[config.mk]
export PLATFORM = sky130hd
export DESIGN_NAME = imu_offset_calibrate_correct
export DESIGN_NICKNAME = d
export VERILOG_FILES = /design/src/hw/rtl/imu_oc_pkg.sv /design/src/hw/rtl/imu_oc_div.sv /design/src/hw/rtl/imu_oc_lane.sv /design/src/hw/rtl/imu_offset_calibrate_correct.sv
export SDC_FILE = /design/constraint.sdc
export NUM_CORES = 2
export LEC_CHECK = 0
export BUFFER_PORTS_ARGS = -buffer_cell sky130_fd_sc_hd__buf_4
export CAP_MARGIN = 10
export CORE_MARGIN = 4
export CORE_UTILIZATION = 44
export DETAILED_ROUTE_END_ITERATION = 8
export GPL_TIMING_DRIVEN = 0
export PLACE_DENSITY_LB_ADDON = 0.15
export SLEW_MARGIN = 20
export SYNTH_ARGS = -nofsm -noshare
export SYNTH_HDL_FRONTEND = slang
export SYNTH_SLANG_ARGS = --single-unit
[constraint.sdc]
create_clock -name clk_i -period 10.2 [get_ports clk_i]
set_input_delay 2.04 -clock clk_i [delete_from_list [all_inputs] [get_ports clk_i]]
set_output_delay 2.04 -clock clk_i [all_outputs]
set_load 0.01 [all_outputs]
[src/hw/rtl/imu_oc_pkg.sv]
// Shared types and constants of the IMU offset calibration and correction block.
package imu_oc_pkg;

  localparam int unsigned NumAxes  = 6;
  localparam int unsigned AxisW    = 16;
  localparam int unsigned SumW     = 32;
  localparam int unsigned CntW     = 16;
  localparam int unsigned GravW    = 15;
  localparam int unsigned DivSteps = SumW;
  localparam int unsigned StepW    = $clog2(DivSteps);
  localparam int unsigned CfgIdxW  = 8;
  localparam int unsigned CfgDataW = 16;
  localparam int unsigned AccelZLane = 2;

  localparam logic [CfgIdxW-1:0] CfgSampleCount  = CfgIdxW'(0);
  localparam logic [CfgIdxW-1:0] CfgGravityCount = CfgIdxW'(1);

  localparam logic [CntW-1:0]  SampleCountRst = CntW'(100);
  localparam logic [GravW-1:0] GravityRst     = GravW'(16384);

  localparam logic KindCalib   = 1'b0;
  localparam logic KindCorrect = 1'b1;

  typedef struct packed {
    logic acc;
    logic start;
  } lane_ctrl_t;

  typedef struct packed {
    logic busy;
    logic done;
  } lane_stat_t;

endpackage

[src/hw/rtl/imu_oc_div.sv]
// Iterative signed-by-unsigned divider, one quotient bit per cycle, truncating toward zero.
module imu_oc_div (
  input  logic                            clk_i,
  input  logic                            rst_ni,
  input  logic                            start_i,
  input  logic [imu_oc_pkg::SumW-1:0]     dividend_i,
  input  logic [imu_oc_pkg::CntW-1:0]     divisor_i,
  output logic                            busy_o,
  output logic                            done_o,
  output logic [imu_oc_pkg::AxisW-1:0]    quot_o
);

  logic                            busy_q, busy_d;
  logic                            done_q, done_d;
  logic [imu_oc_pkg::StepW-1:0]    cnt_q, cnt_d;
  logic [imu_oc_pkg::CntW-1:0]     rem_q, rem_d;
  logic [imu_oc_pkg::SumW-1:0]     quo_q, quo_d;
  logic [imu_oc_pkg::CntW-1:0]     dvs_q, dvs_d;
  logic                            neg_q, neg_d;
  logic [imu_oc_pkg::CntW:0]       shifted;
  logic [imu_oc_pkg::CntW:0]       diff;
  logic                            fits;
  logic [imu_oc_pkg::SumW-1:0]     mag;

  always_comb begin
    shifted = {rem_q, quo_q[imu_oc_pkg::SumW-1]};
    diff    = shifted - {1'b0, dvs_q};
    fits    = (shifted >= {1'b0, dvs_q});
    mag     = dividend_i[imu_oc_pkg::SumW-1] ? (~dividend_i + imu_oc_pkg::SumW'(1))
                                             : dividend_i;
    busy_d = busy_q;
    done_d = 1'b0;
    cnt_d  = cnt_q;
    rem_d  = rem_q;
    quo_d  = quo_q;
    dvs_d  = dvs_q;
    neg_d  = neg_q;
    if (start_i) begin
      busy_d = 1'b1;
      cnt_d  = '0;
      rem_d  = '0;
      quo_d  = mag;
      dvs_d  = divisor_i;
      neg_d  = dividend_i[imu_oc_pkg::SumW-1];
    end else if (busy_q) begin
      rem_d = fits ? diff[imu_oc_pkg::CntW-1:0] : shifted[imu_oc_pkg::CntW-1:0];
      quo_d = {quo_q[imu_oc_pkg::SumW-2:0], fits};
      cnt_d = cnt_q + imu_oc_pkg::StepW'(1);
      if (cnt_q == imu_oc_pkg::StepW'(imu_oc_pkg::DivSteps - 1)) begin
        busy_d = 1'b0;
        done_d = 1'b1;
      end
    end
  end

  always_ff @(posedge clk_i or negedge rst_ni) begin
    if (!rst_ni) begin
      busy_q <= 1'b0;
      done_q <= 1'b0;
      cnt_q  <= '0;
    end else begin
      busy_q <= busy_d;
      done_q <= done_d;
      cnt_q  <= cnt_d;
    end
  end

  always_ff @(posedge clk_i) begin
    rem_q <= rem_d;
    quo_q <= quo_d;
    dvs_q <= dvs_d;
    neg_q <= neg_d;
  end

  assign busy_o = busy_q;
  assign done_o = done_q;
  assign quot_o = neg_q ? (~quo_q[imu_oc_pkg::AxisW-1:0] + imu_oc_pkg::AxisW'(1))
                        : quo_q[imu_oc_pkg::AxisW-1:0];

endmodule

[src/hw/rtl/imu_oc_lane.sv]
// One axis lane: running sum, averaging divider, stored offset and correction subtract.
module imu_oc_lane (
  input  logic                            clk_i,
  input  logic                            rst_ni,
  input  imu_oc_pkg::lane_ctrl_t          ctrl_i,
  input  logic [imu_oc_pkg::AxisW-1:0]    raw_i,
  input  logic [imu_oc_pkg::CntW-1:0]     count_i,
  input  logic [imu_oc_pkg::GravW-1:0]    gravity_i,
  output imu_oc_pkg::lane_stat_t          stat_o,
  output logic [imu_oc_pkg::AxisW-1:0]    corr_o
);

  logic [imu_oc_pkg::SumW-1:0]  sum_q, sum_d;
  logic [imu_oc_pkg::SumW-1:0]  sum_add;
  logic [imu_oc_pkg::SumW-1:0]  ext;
  logic [imu_oc_pkg::AxisW-1:0] off_q, off_d;
  logic [imu_oc_pkg::AxisW-1:0] quot;
  logic                         div_busy;
  logic                         div_done;

  always_comb begin
    ext     = {{(imu_oc_pkg::SumW - imu_oc_pkg::AxisW){raw_i[imu_oc_pkg::AxisW-1]}}, raw_i};
    sum_add = ctrl_i.acc ? (sum_q + ext) : sum_q;
    sum_d   = ctrl_i.start ? '0 : sum_add;
    off_d   = div_done ? (quot - imu_oc_pkg::AxisW'(gravity_i)) : off_q;
  end

  imu_oc_div u_div (
    .clk_i      (clk_i),
    .rst_ni     (rst_ni),
    .start_i    (ctrl_i.start),
    .dividend_i (sum_add),
    .divisor_i  (count_i),
    .busy_o     (div_busy),
    .done_o     (div_done),
    .quot_o     (quot)
  );

  always_ff @(posedge clk_i or negedge rst_ni) begin
    if (!rst_ni) begin
      sum_q <= '0;
      off_q <= '0;
    end else begin
      sum_q <= sum_d;
      off_q <= off_d;
    end
  end

  assign stat_o.busy = div_busy;
  assign stat_o.done = div_done;
  assign corr_o      = raw_i - off_q;

endmodule

[src/hw/rtl/imu_offset_calibrate_correct.sv]
// Top level of the IMU offset calibration and correction block with six axis lanes.
//
//  Channel     Direction  Signals                                  Payload
//  s_axis      in         s_axis_tvalid/tready/tdata/tuser         six raw axes, kind, sample_ok
//  m_axis      out        m_axis_tvalid/tready/tdata/tuser         six corrected axes, valid flag
//  cfg         in         cfg_valid_i/cfg_ready_o/cfg_index_i/data register index and value
//
// A correction request, or a calibration request that does not end a run, leaves the block idle.
// The request that ends a run is accumulated first, then runs the 32-step per-lane divider,
// and the new offsets are committed when the dividers are done.
// Reset clears sums, counter, offsets and the valid flag; no clearing pass is needed.
// Input is stalled while the dividers run and while an unread result is held.
module imu_offset_calibrate_correct (
  input  logic                                clk_i,
  input  logic                                rst_ni,
  input  logic                                s_axis_tvalid,
  output logic                                s_axis_tready,
  // [15:0] accel_x, [31:16] accel_y, [47:32] accel_z,
  // [63:48] gyro_x, [79:64] gyro_y, [95:80] gyro_z
  input  logic [95:0]                         s_axis_tdata,
  // [0] kind, [1] sample_ok
  input  logic [1:0]                          s_axis_tuser,
  output logic                                m_axis_tvalid,
  input  logic                                m_axis_tready,
  // [15:0] corrected_accel_x, [31:16] corrected_accel_y, [47:32] corrected_accel_z,
  // [63:48] corrected_gyro_x, [79:64] corrected_gyro_y, [95:80] corrected_gyro_z
  output logic [95:0]                         m_axis_tdata,
  // [0] offsets_valid
  output logic                                m_axis_tuser,
  input  logic                                cfg_valid_i,
  output logic                                cfg_ready_o,
  input  logic [imu_oc_pkg::CfgIdxW-1:0]      cfg_index_i,
  input  logic [imu_oc_pkg::CfgDataW-1:0]     cfg_data_i
);

  typedef enum logic [1:0] {
    StIdle = 2'b01,
    StDiv  = 2'b10
  } state_e;

  state_e                          state_q, state_d;
  logic [imu_oc_pkg::CntW-1:0]     sample_count_q, sample_count_d;
  logic [imu_oc_pkg::GravW-1:0]    gravity_q, gravity_d;
  logic [imu_oc_pkg::CntW-1:0]     seen_q, seen_d;
  logic                            flag_q, flag_d;
  logic                            out_valid_q, out_valid_d;
  logic [95:0]                     out_data_q, out_data_d;
  logic                            out_flag_q, out_flag_d;
  logic [imu_oc_pkg::CntW-1:0]     count;
  logic [imu_oc_pkg::CntW-1:0]     target;
  logic                            run_end;
  logic                            in_acc;
  logic                            cfg_acc;
  logic                            is_calib;
  imu_oc_pkg::lane_ctrl_t          lane_ctrl;
  imu_oc_pkg::lane_stat_t          lane_stat [imu_oc_pkg::NumAxes];
  logic [imu_oc_pkg::AxisW-1:0]    lane_corr [imu_oc_pkg::NumAxes];
  logic [95:0]                     corr_packed;

  assign s_axis_tready = (state_q == StIdle) && (!out_valid_q || m_axis_tready);
  assign cfg_ready_o   = 1'b1;
  assign in_acc        = s_axis_tvalid && s_axis_tready;
  assign cfg_acc       = cfg_valid_i && cfg_ready_o;
  assign is_calib      = (s_axis_tuser[0] == imu_oc_pkg::KindCalib);

  always_comb begin
    count   = seen_q + imu_oc_pkg::CntW'(1);
    target  = (sample_count_q == '0) ? imu_oc_pkg::CntW'(1) : sample_count_q;
    run_end = (count >= target);
    lane_ctrl.acc   = in_acc && is_calib && s_axis_tuser[1];
    lane_ctrl.start = in_acc && is_calib && run_end;
  end

  for (genvar g = 0; g < imu_oc_pkg::NumAxes; g++) begin : g_lane
    imu_oc_lane u_lane (
      .clk_i     (clk_i),
      .rst_ni    (rst_ni),
      .ctrl_i    (lane_ctrl),
      .raw_i     (s_axis_tdata[g*imu_oc_pkg::AxisW +: imu_oc_pkg::AxisW]),
      .count_i   (count),
      .gravity_i ((g == imu_oc_pkg::AccelZLane) ? gravity_q : '0),
      .stat_o    (lane_stat[g]),
      .corr_o    (lane_corr[g])
    );
    assign corr_packed[g*imu_oc_pkg::AxisW +: imu_oc_pkg::AxisW] = lane_corr[g];
  end

  always_comb begin
    state_d        = state_q;
    sample_count_d = sample_count_q;
    gravity_d      = gravity_q;
    seen_d         = seen_q;
    flag_d         = flag_q;
    out_valid_d    = out_valid_q;
    out_data_d     = out_data_q;
    out_flag_d     = out_flag_q;

    if (cfg_acc) begin
      unique case (cfg_index_i)
        imu_oc_pkg::CfgSampleCount:  sample_count_d = cfg_data_i;
        imu_oc_pkg::CfgGravityCount: gravity_d = cfg_data_i[imu_oc_pkg::GravW-1:0];
        default: ;
      endcase
    end

    if (out_valid_q && m_axis_tready) begin
      out_valid_d = 1'b0;
    end

    unique case (state_q)
      StIdle: begin
        if (in_acc) begin
          if (is_calib) begin
            if (run_end) begin
              seen_d  = '0;
              state_d = StDiv;
            end else begin
              seen_d = count;
            end
          end else begin
            out_valid_d = 1'b1;
            out_data_d  = corr_packed;
            out_flag_d  = flag_q;
          end
        end
      end
      StDiv: begin
        if (lane_stat[0].done) begin
          flag_d  = 1'b1;
          state_d = StIdle;
        end
      end
      default: state_d = StIdle;
    endcase
  end

  always_ff @(posedge clk_i or negedge rst_ni) begin
    if (!rst_ni) begin
      state_q        <= StIdle;
      sample_count_q <= imu_oc_pkg::SampleCountRst;
      gravity_q      <= imu_oc_pkg::GravityRst;
      seen_q         <= '0;
      flag_q         <= 1'b0;
      out_valid_q    <= 1'b0;
    end else begin
      state_q        <= state_d;
      sample_count_q <= sample_count_d;
      gravity_q      <= gravity_d;
      seen_q         <= seen_d;
      flag_q         <= flag_d;
      out_valid_q    <= out_valid_d;
    end
  end

  always_ff @(posedge clk_i) begin
    out_data_q <= out_data_d;
    out_flag_q <= out_flag_d;
  end

  assign m_axis_tvalid = out_valid_q;
  assign m_axis_tdata  = out_data_q;
  assign m_axis_tuser  = out_flag_q;

  a_no_input_while_dividing : assert property (@(posedge clk_i) disable iff (!rst_ni)
    (state_q == StDiv) |-> !s_axis_tready)
    else $error("input accepted while the dividers run");

  a_lanes_in_step : assert property (@(posedge clk_i) disable iff (!rst_ni)
    (lane_stat[0].done == lane_stat[5].done) && (lane_stat[0].busy == lane_stat[2].busy))
    else $error("axis lanes out of step");

  a_start_enters_div : assert property (@(posedge clk_i) disable iff (!rst_ni)
    lane_ctrl.start |=> (state_q == StDiv) && lane_stat[0].busy)
    else $error("run end did not start the divide");

  a_done_sets_flag : assert property (@(posedge clk_i) disable iff (!rst_ni)
    ((state_q == StDiv) && lane_stat[0].done) |=> flag_q && (state_q == StIdle))
    else $error("finished divide did not mark offsets valid");

  a_seen_bounded : assert property (@(posedge clk_i) disable iff (!rst_ni)
    seen_q != '1)
    else $error("sample counter reached its maximum");

endmodule

# Word-level counts from Yosys, hierarchy flattened

Index checks and enable logic that the tools add are counted.

Flip-flop bits (word level): 788
Output and inout bits: 100
Word-level logic and storage cells: 251

Add/sub/neg operators: 38
Order comparisons: 7
Equal/unequal tests: 13
Muxes and demuxes: 101
Bitwise operators: 13
Reduce and logical (&&, ||, !) cells: 22

Operators by type and width:

| operator                                                        | count |
|---|---|
| 32-bit 2-to-1 mux                                               | 30 |
| 16-bit 2-to-1 mux                                               | 14 |
| 32-bit by 1-bit adder with 32-bit output, second input constant | 6 |
| 32-bit adder                                                    | 6 |
| 32-bit inverter                                                 | 6 |
| 16-bit subtractor                                               | 12 |
| 16-bit by 1-bit adder with 16-bit output, second input constant | 7 |
| 17-bit by 16-bit greater-or-equal comparator with 1-bit output  | 6 |
| 16-bit inverter                                                 | 6 |
| 5-bit 2-to-1 mux                                                | 12 |
| 1-bit 2-to-1 mux                                                | 40 |
| 5-bit by 1-bit adder with 5-bit output, second input constant   | 6 |
| 5-bit == test, second input constant                            | 6 |
| 16-bit greater-or-equal comparator                              | 1 |
| 16-bit zero test                                                | 1 |
| 16-bit by 15-bit subtractor with 16-bit output                  | 1 |
| 2-bit nonzero test                                              | 6 |
| 8-bit by 1-bit == test with 1-bit output, second input constant | 1 |
| 8-bit zero test                                                 | 1 |
| 2-bit 2-to-1 mux                                                | 4 |
| 1-bit logical AND                                               | 6 |
| 2-bit != test, second input constant                            | 3 |
| 2-bit AND reduction                                             | 3 |
| 3-bit AND reduction                                             | 2 |
| 8 further kinds                                                 | 8 |

# Depth between registers and ports, before layout

Word-level depth: 11
Mapped depth: 22
Gate-level depth less buffers: 17

# By module

A second synthesis with hierarchy kept.

Cells, all modules: 6978
Area, all modules: 64853.4 sq um

By module, submodules not included:

| module                                  | times used | cells each | area an instance (sq um) | seq. area each (sq um) |
|---|---|---|---|---|
| imu_oc_lane (g_lane[0].u_lane ...)      | 4          | 592        | 5108.6                   | 1201.2 |
| imu_oc_div (g_lane[1].u_lane.u_div ...) | 3          | 500        | 4704.5                   | 1966.9 |
| imu_oc_lane (g_lane[4].u_lane ...)      | 2          | 622        | 5331.4                   | 1201.2 |
| imu_oc_div (g_lane[0].u_lane.u_div ...) | 2          | 497        | 4688.2                   | 1966.9 |
| imu_offset_calibrate_correct            | 1          | 393        | 5760.5                   | 4195.3 |
| imu_oc_div (g_lane[3].u_lane.u_div)     | 1          | 479        | 4505.6                   | 1966.9 |

# Least setup slack after synthesis

Ideal clock, no wire load.

Path kind: input -> register
From: input s_axis_tvalid
To: register g_lane[5].u_lane.u_div.quo_q[30] (netlist name) (data pin)
Setup time: 0.263 ns
Arrival time: 6.505 ns
Path slack: 3.431 ns
Stages: 22
Buffers on the path: 8
Cell sequence: and3b_1 > nand3_1 > buf_2 > buf_2 > buf_2 > buf_2 > buf_1 > clkbuf_1 > clkbuf_1 > clkbuf_1 > mux2i_1 > ha_1 > inv_1 > a211oi_1 > o221ai_1 > nor4b_2 > nand4_1 > nor3_1 > nand2_1 > o31a_1 > xor2_1 > o21ai_1

Cells in the longest elaborated chain, start to end: 8

Ends and longest elaborated chain:

| item                                      | line                                                                   | RTL |
|---|---|---|
| start, declared                           | imu_offset_calibrate_correct.sv:16                                     | `input logic s_axis_tvalid,` |
| 1-bit logical AND (*)                     | imu_offset_calibrate_correct.sv:62                                     | `assign in_acc = s_axis_tvalid && s_axis_tready;` |
| 1-bit logical AND (*)                     | imu_offset_calibrate_correct.sv:70, imu_offset_calibrate_correct.sv:71 |  |
| 1-bit logical AND                         | imu_offset_calibrate_correct.sv:70                                     | `lane_ctrl.acc = in_acc && is_calib && s_axis_tuser[1];` |
| 32-bit 2-to-1 mux                         | imu_oc_lane.sv:23                                                      | `sum_add = ctrl_i.acc ? (sum_q + ext) : sum_q;` |
| 32-bit inverter                           | imu_oc_div.sv:29                                                       | `mag = dividend_i[imu_oc_pkg::SumW-1] ? (~dividend_i + imu_oc_pkg::SumW'(1))` |
| 32-bit by 1-bit adder with 32-bit output  | imu_oc_div.sv:29                                                       |  |
| 32-bit 2-to-1 mux                         | imu_oc_div.sv:29                                                       |  |
| 32-bit 2-to-1 mux (*)                     | imu_oc_div.sv:38                                                       | `if (start_i) begin` |
| via g_lane[5].u_lane.u_div.quo_d, one bit | imu_oc_div.sv:17                                                       | `logic [imu_oc_pkg::SumW-1:0] quo_q, quo_d;` |
| end signal, assigned                      | imu_oc_div.sv:70                                                       | `quo_q <= quo_d;` |
| end, declared                             | imu_oc_div.sv:17                                                       |  |

Mark *: on every way through the listed nets, which the timed path passes. The rest lies on a longest branch.
A chain may end at the register's enable or synchronous reset.

# Worst setup path after layout

From: input m_axis_tready
To: register g_lane[5].u_lane.u_div.quo_q[28] (netlist name) (data pin)

Cells in the longest elaborated chain, start to end: 10

Ends and longest elaborated chain:

| item                                      | line                                                                   | RTL |
|---|---|---|
| start, declared                           | imu_offset_calibrate_correct.sv:24                                     | `input logic m_axis_tready,` |
| 1-bit logical OR (*)                      | imu_offset_calibrate_correct.sv:60                                     | `assign s_axis_tready = (state_q == StIdle) && (!out_valid_q \|\| m_axis_tready);` |
| 1-bit logical AND (*)                     | imu_offset_calibrate_correct.sv:60                                     |  |
| 1-bit logical AND (*)                     | imu_offset_calibrate_correct.sv:62                                     |  |
| 1-bit logical AND (*)                     | imu_offset_calibrate_correct.sv:70, imu_offset_calibrate_correct.sv:71 |  |
| 1-bit logical AND                         | imu_offset_calibrate_correct.sv:70                                     |  |
| 32-bit 2-to-1 mux                         | imu_oc_lane.sv:23                                                      |  |
| 32-bit inverter                           | imu_oc_div.sv:29                                                       |  |
| 32-bit by 1-bit adder with 32-bit output  | imu_oc_div.sv:29                                                       |  |
| 32-bit 2-to-1 mux                         | imu_oc_div.sv:29                                                       |  |
| 32-bit 2-to-1 mux (*)                     | imu_oc_div.sv:38                                                       |  |
| via g_lane[5].u_lane.u_div.quo_d, one bit | imu_oc_div.sv:17                                                       |  |

Marks and branches as above.

==> out/results.tsv <==
stage	metric	value	unit
hold_path	worst hold path type	flop to flop	
floorplanning	die area	0.134	mm2
synth	Synthesized Nets	7040	
detailed_routing	wire length on met3	12200	um
synth	#FFs+latches synth	788	
clocking	CTS sink cnt	788	
placement	pre-CTS setup slack	-1.57	ns
placement	gpl congestion	0.916	
timing	Clock Skew	0.0280	ns
worst_setup_path	launching point of the worst reg2reg path	m_axis_tvalid	
pwr	internal power	11.2	mW
placement	port bufs	225	
pwr	total power	19.9	mW
timing	final hold vios	0	
synth	Post-synth ARST share	48.4	%
pwr	pwr dens	312	mW/mm2
worst_setup_path	crit-path leading delay family	buffers and inverters	
worst_setup_path	Reg2Reg Depth	21	
detailed_routing	DRT iter0 DRCs	4133	
synth	Unique masters post-synth	99	
clocking	clock buffer depth	3	
detailed_routing	met2 WL	84600	um
worst_setup_path	nature of the critical path endpoint	flop	
finish	Fill cells	12100	
timing	Slew Viols, Final	0	
timing	RSZ-0062 raised after global routing	no	
hold_path	hold-critical path endpoint	g_lane[4].u_lane.u_div.rem_q[15]	
synth	Seq/Total Area, Yosys	36.8	%
synth	Synth Flop Type	dfrtp_1	
timing	final worst setup slack	0.0858	ns
clocking	H-tree Lvls	3	
clocking	CTS tree	yes	
synth	Yosys warnings	0	
synth	Mean Syn Cell Area	8.74	um2
job	MaxCap Viol Count	0	
clocking	Num CTS Buffers	95	
floorplanning	I/O pin cnt	227	
detailed_routing	antenna-violating nets left	0	
worst_setup_path	worst stage delay on the critical path	0.74	ns
pwr	switching part of the total	43.8	%
pwr	part of the power in registers	27.6	%
worst_setup_path	Worst Setup SP	m_axis_tready	
timing	# setup viols final	0	
floorplanning	total core area	0.128	mm2
hold_path	hold depth	2	
worst_setup_path	RR Endpoint	g_lane[5].u_lane.u_div.quo_q[28]	
pwr	clock share of power	18.1	%
global_route	vias in the first global route	47800	
outcome	status	finished, final reports clean	
detailed_routing	final WL	187000	um
timing	Fmax	0.0989	GHz
pwr	power share of the combinational group	54.3	%
floorplanning	Die Y	366	um
placement	DPL Wire Length	139000	um
synth	synthesized netlist cell count	6466	
pwr	Worst VDD drop	0.154	mV
worst_setup_path	Crit path required time	10.67	ns
detailed_routing	wire length per cell	21.9	um
global_route	largest net degree at the start of global routing	90	
synth	Post-synth EDFFs	311	
detailed_routing	DRC	0	
worst_setup_path	worst-path fanout max	19	
timing	Tcrit/Tclk final	99.2	%
clocking	Root Buffer	clkbuf_16	
pwr	Switch Pwr	8.72	mW
global_route	overflow left after global routing	0	
floorplanning	Initial Util	44.3	%
worst_setup_path	flop-to-flop setup slack	1.23	ns
worst_setup_path	CP Data Arrival Time	10.58	ns
timing	crit path time final	10.11	ns
pwr	Leakage	27.5	nW
finish	Layout area overhead	13.1	%
worst_setup_path	worst-path cell chain	buf_4 -> nand2b_1 -> nand3_1 -> buf_2 -> buf_2 -> buf_2 -> buf_2 -> buf_2 -> clkbuf_2 -> clkbuf_2 -> mux2i_1 -> ha_1 -> inv_1 -> a211oi_1 -> o221ai_1 -> nor4b_2 -> nand4_1 -> nor3_1 -> nand2_1 -> o21ai_0 -> xnor2_1 -> o21ai_0	
global_route	initial antenna violation count	9	
worst_setup_path	Startpoint Class	primary input	
floorplanning	die width	366	um
finish	Layout Utilization	50.1	%
detailed_routing	M1 wire length	84600	um
timing	actual slew at the worst max-slew pin	1.18	ns
detailed_routing	Top Metal Used	met4	
global_route	GRT Resource Usage Total	27.0	%
hold_path	hold_sp	g_lane[4].u_lane.u_div.rem_q[15]	
worst_setup_path	crit-path most repeated cell	buf_2	
global_route	first-pass GRT wire length	284000	um
detailed_routing	Vias	49900	
worst_setup_path	CP max-delay cell	buf_2	
floorplanning	Row Count	131	
finish	layout cells sized above 1	8.18	%
worst_setup_path	WS Path Type	primary input to flop	
finish	Final Net Count	7372	
synth	Mapped Area	0.0565	mm2
clocking	worst-skew pair later-pin latency	0.73	ns
worst_setup_path	Buffers & Inverters on Critical Path	9	
detailed_routing	Avg Vias per Cell	5.84	
clocking	Reg clk slew, reported paths	0.06	ns
detailed_routing	drt pass-1 iters	6	
timing	relative slew slack	21.3	%
through the flow:
step	cell area, um2	std cells	setup TNS (ns)	hold WS (ns)
after floorplan	56500	6466	0	0.419
after global placement	60300	8353	-78.06	0.443
after detailed placement	60600	8366	-20.44	0.449
after CTS	63900	8544	0	0.456
after global routing	63900	8543	0	0.476
final	63900	8545	0	0.454
flip-flops by register name (all words and copies together), names as in the netlist, 16 cells and up:
name / cells
g_lane.u_lane.u_div.dvs_q: 16
g_lane.u_lane.u_div.quo_q: 192
g_lane.u_lane.u_div.rem_q: 96
g_lane.u_lane.u_div.cnt_q: 30
sample_count_q: 16
g_lane.u_lane.sum_q: 192
g_lane.u_lane.off_q: 96
m_axis_tdata: 96
seen_q: 16
routing by layer:
metal  vias to the layer above  GRT usage [%]
met5                         -              0
met4                         0           8.71
met3                       276           4.26
met2                      1493           43.9
met1                     24200           36.9
li1                      24000              -
cells by family after synthesis:
group                      Yosys count  share of synthesized area (%)
and+or+nand+nor                   2120                           17.6
AOI/OAI and AO/OA                 1804                           20.0
DFF                                788                           36.8
buffers and inverters              605                           4.09
xor gates and xnor gates           511                           7.93
adders and majority gates          447                           10.2
muxes                              190                           3.42
other                                1                        0.00664
placed cells by master (no fill, tap or decap), types with 54 or more instances in the layout:
cell type / Yosys / final
dfxtp_1: 96 / 96
a31oi_1: 58 / 58
mux2i_1: 164 / 164
nand4_1: 85 / 85
xnor2_1: 296 / 296
inv_1: 333 / 333
o31ai_1: 62 / 62
dfrtp_1: 376 / 376
nor2b_1: 63 / 63
a21oi_1: 433 / 433
nor3_1: 100 / 100
a21boi_0: 73 / 73
nand2b_1: 54 / 54
and2_1: 59 / 59
clkbuf_1: 222 / 216
o21ai_0: 578 / 578
clkbuf_16: 0 / 100
xor2_1: 214 / 214
nand3_1: 120 / 120
buf_4: 3 / 227
a21o_1: 124 / 124
nand2_1: 643 / 637
a211oi_1: 81 / 81
edfxtp_1: 311 / 311
nor2_1: 687 / 687
and3_1: 75 / 74
ha_1: 428 / 428
what timing repair did:
| item | CTS | global route |
|---|---|---|
| setup buffers | 0 | 0 |
| endpoints found under the setup margin | 8 | 2 |
| hold buffers | 0 | 0 |
| gates resized for setup | 1 | 0 |
Yosys cell counts (all sizes together), types with 74 or more instances:
master  count  area (um2)
inv       333        1250
edfxtp    311        9340
mux2i     164        1640
nor3      105         551
clkbuf    222         833
xor2      215        1890
o21ai     603        3030
nand4      86         544
a21boi     74         556
nor2      687        2580
nand3     120         601
and3       75         469
a21oi     433        2170
nand2     643        2410
a211oi     83         633
xnor2     296        2590
dfxtp      96        1920
a21o      124         931
dfrtp     376        9410
ha        428        5360
power by group through the flow:
stage	combinational, mW	sequential, mW	clock, mW
floorplan	8.11	5.35	0
global placement	10.4	5.53	0
detailed placement	10.6	5.54	0
CTS	10.7	5.49	3.69
global route	12.1	5.63	3.82
finish	10.8	5.51	3.61
worst min-delay path, delay by kind of cell (launching register included):
| family | cells | cell delay [ns] |
|---|---|---|
| flops | 1 | 0.31 |
| compound gates | 1 | 0.05 |
| simple gates | 1 | 0.05 |
worst max path at each step:
stage                                                  end  cells after the start
after detailed placement  g_lane[5].u_lane.u_div.quo_q[28]                     23
after global routing      g_lane[5].u_lane.u_div.quo_q[28]                     22
after CTS                 g_lane[5].u_lane.u_div.quo_q[28]                     22
final                     g_lane[5].u_lane.u_div.quo_q[28]                     22
after floorplan           g_lane[5].u_lane.u_div.quo_q[30]                     22
after global placement    g_lane[5].u_lane.u_div.quo_q[28]                     23
area by class of cell:
type | instances | area (um2) | share of cell area [%]
clock buffer | 131 | 2740 | 4.28
buffer | 267 | 1080 | 1.69
multi-input combinational | 5073 | 33400 | 52.3
clock inverter | 49 | 552 | 0.863
sequential | 788 | 20800 | 32.5
inverter | 335 | 1260 | 1.97
tap | 1662 | 2080 | 3.25
antenna | 2 | 5.00 | 0.00783
timing repair buffer | 238 | 2000 | 3.14
(Power assumes the default switching activity.)
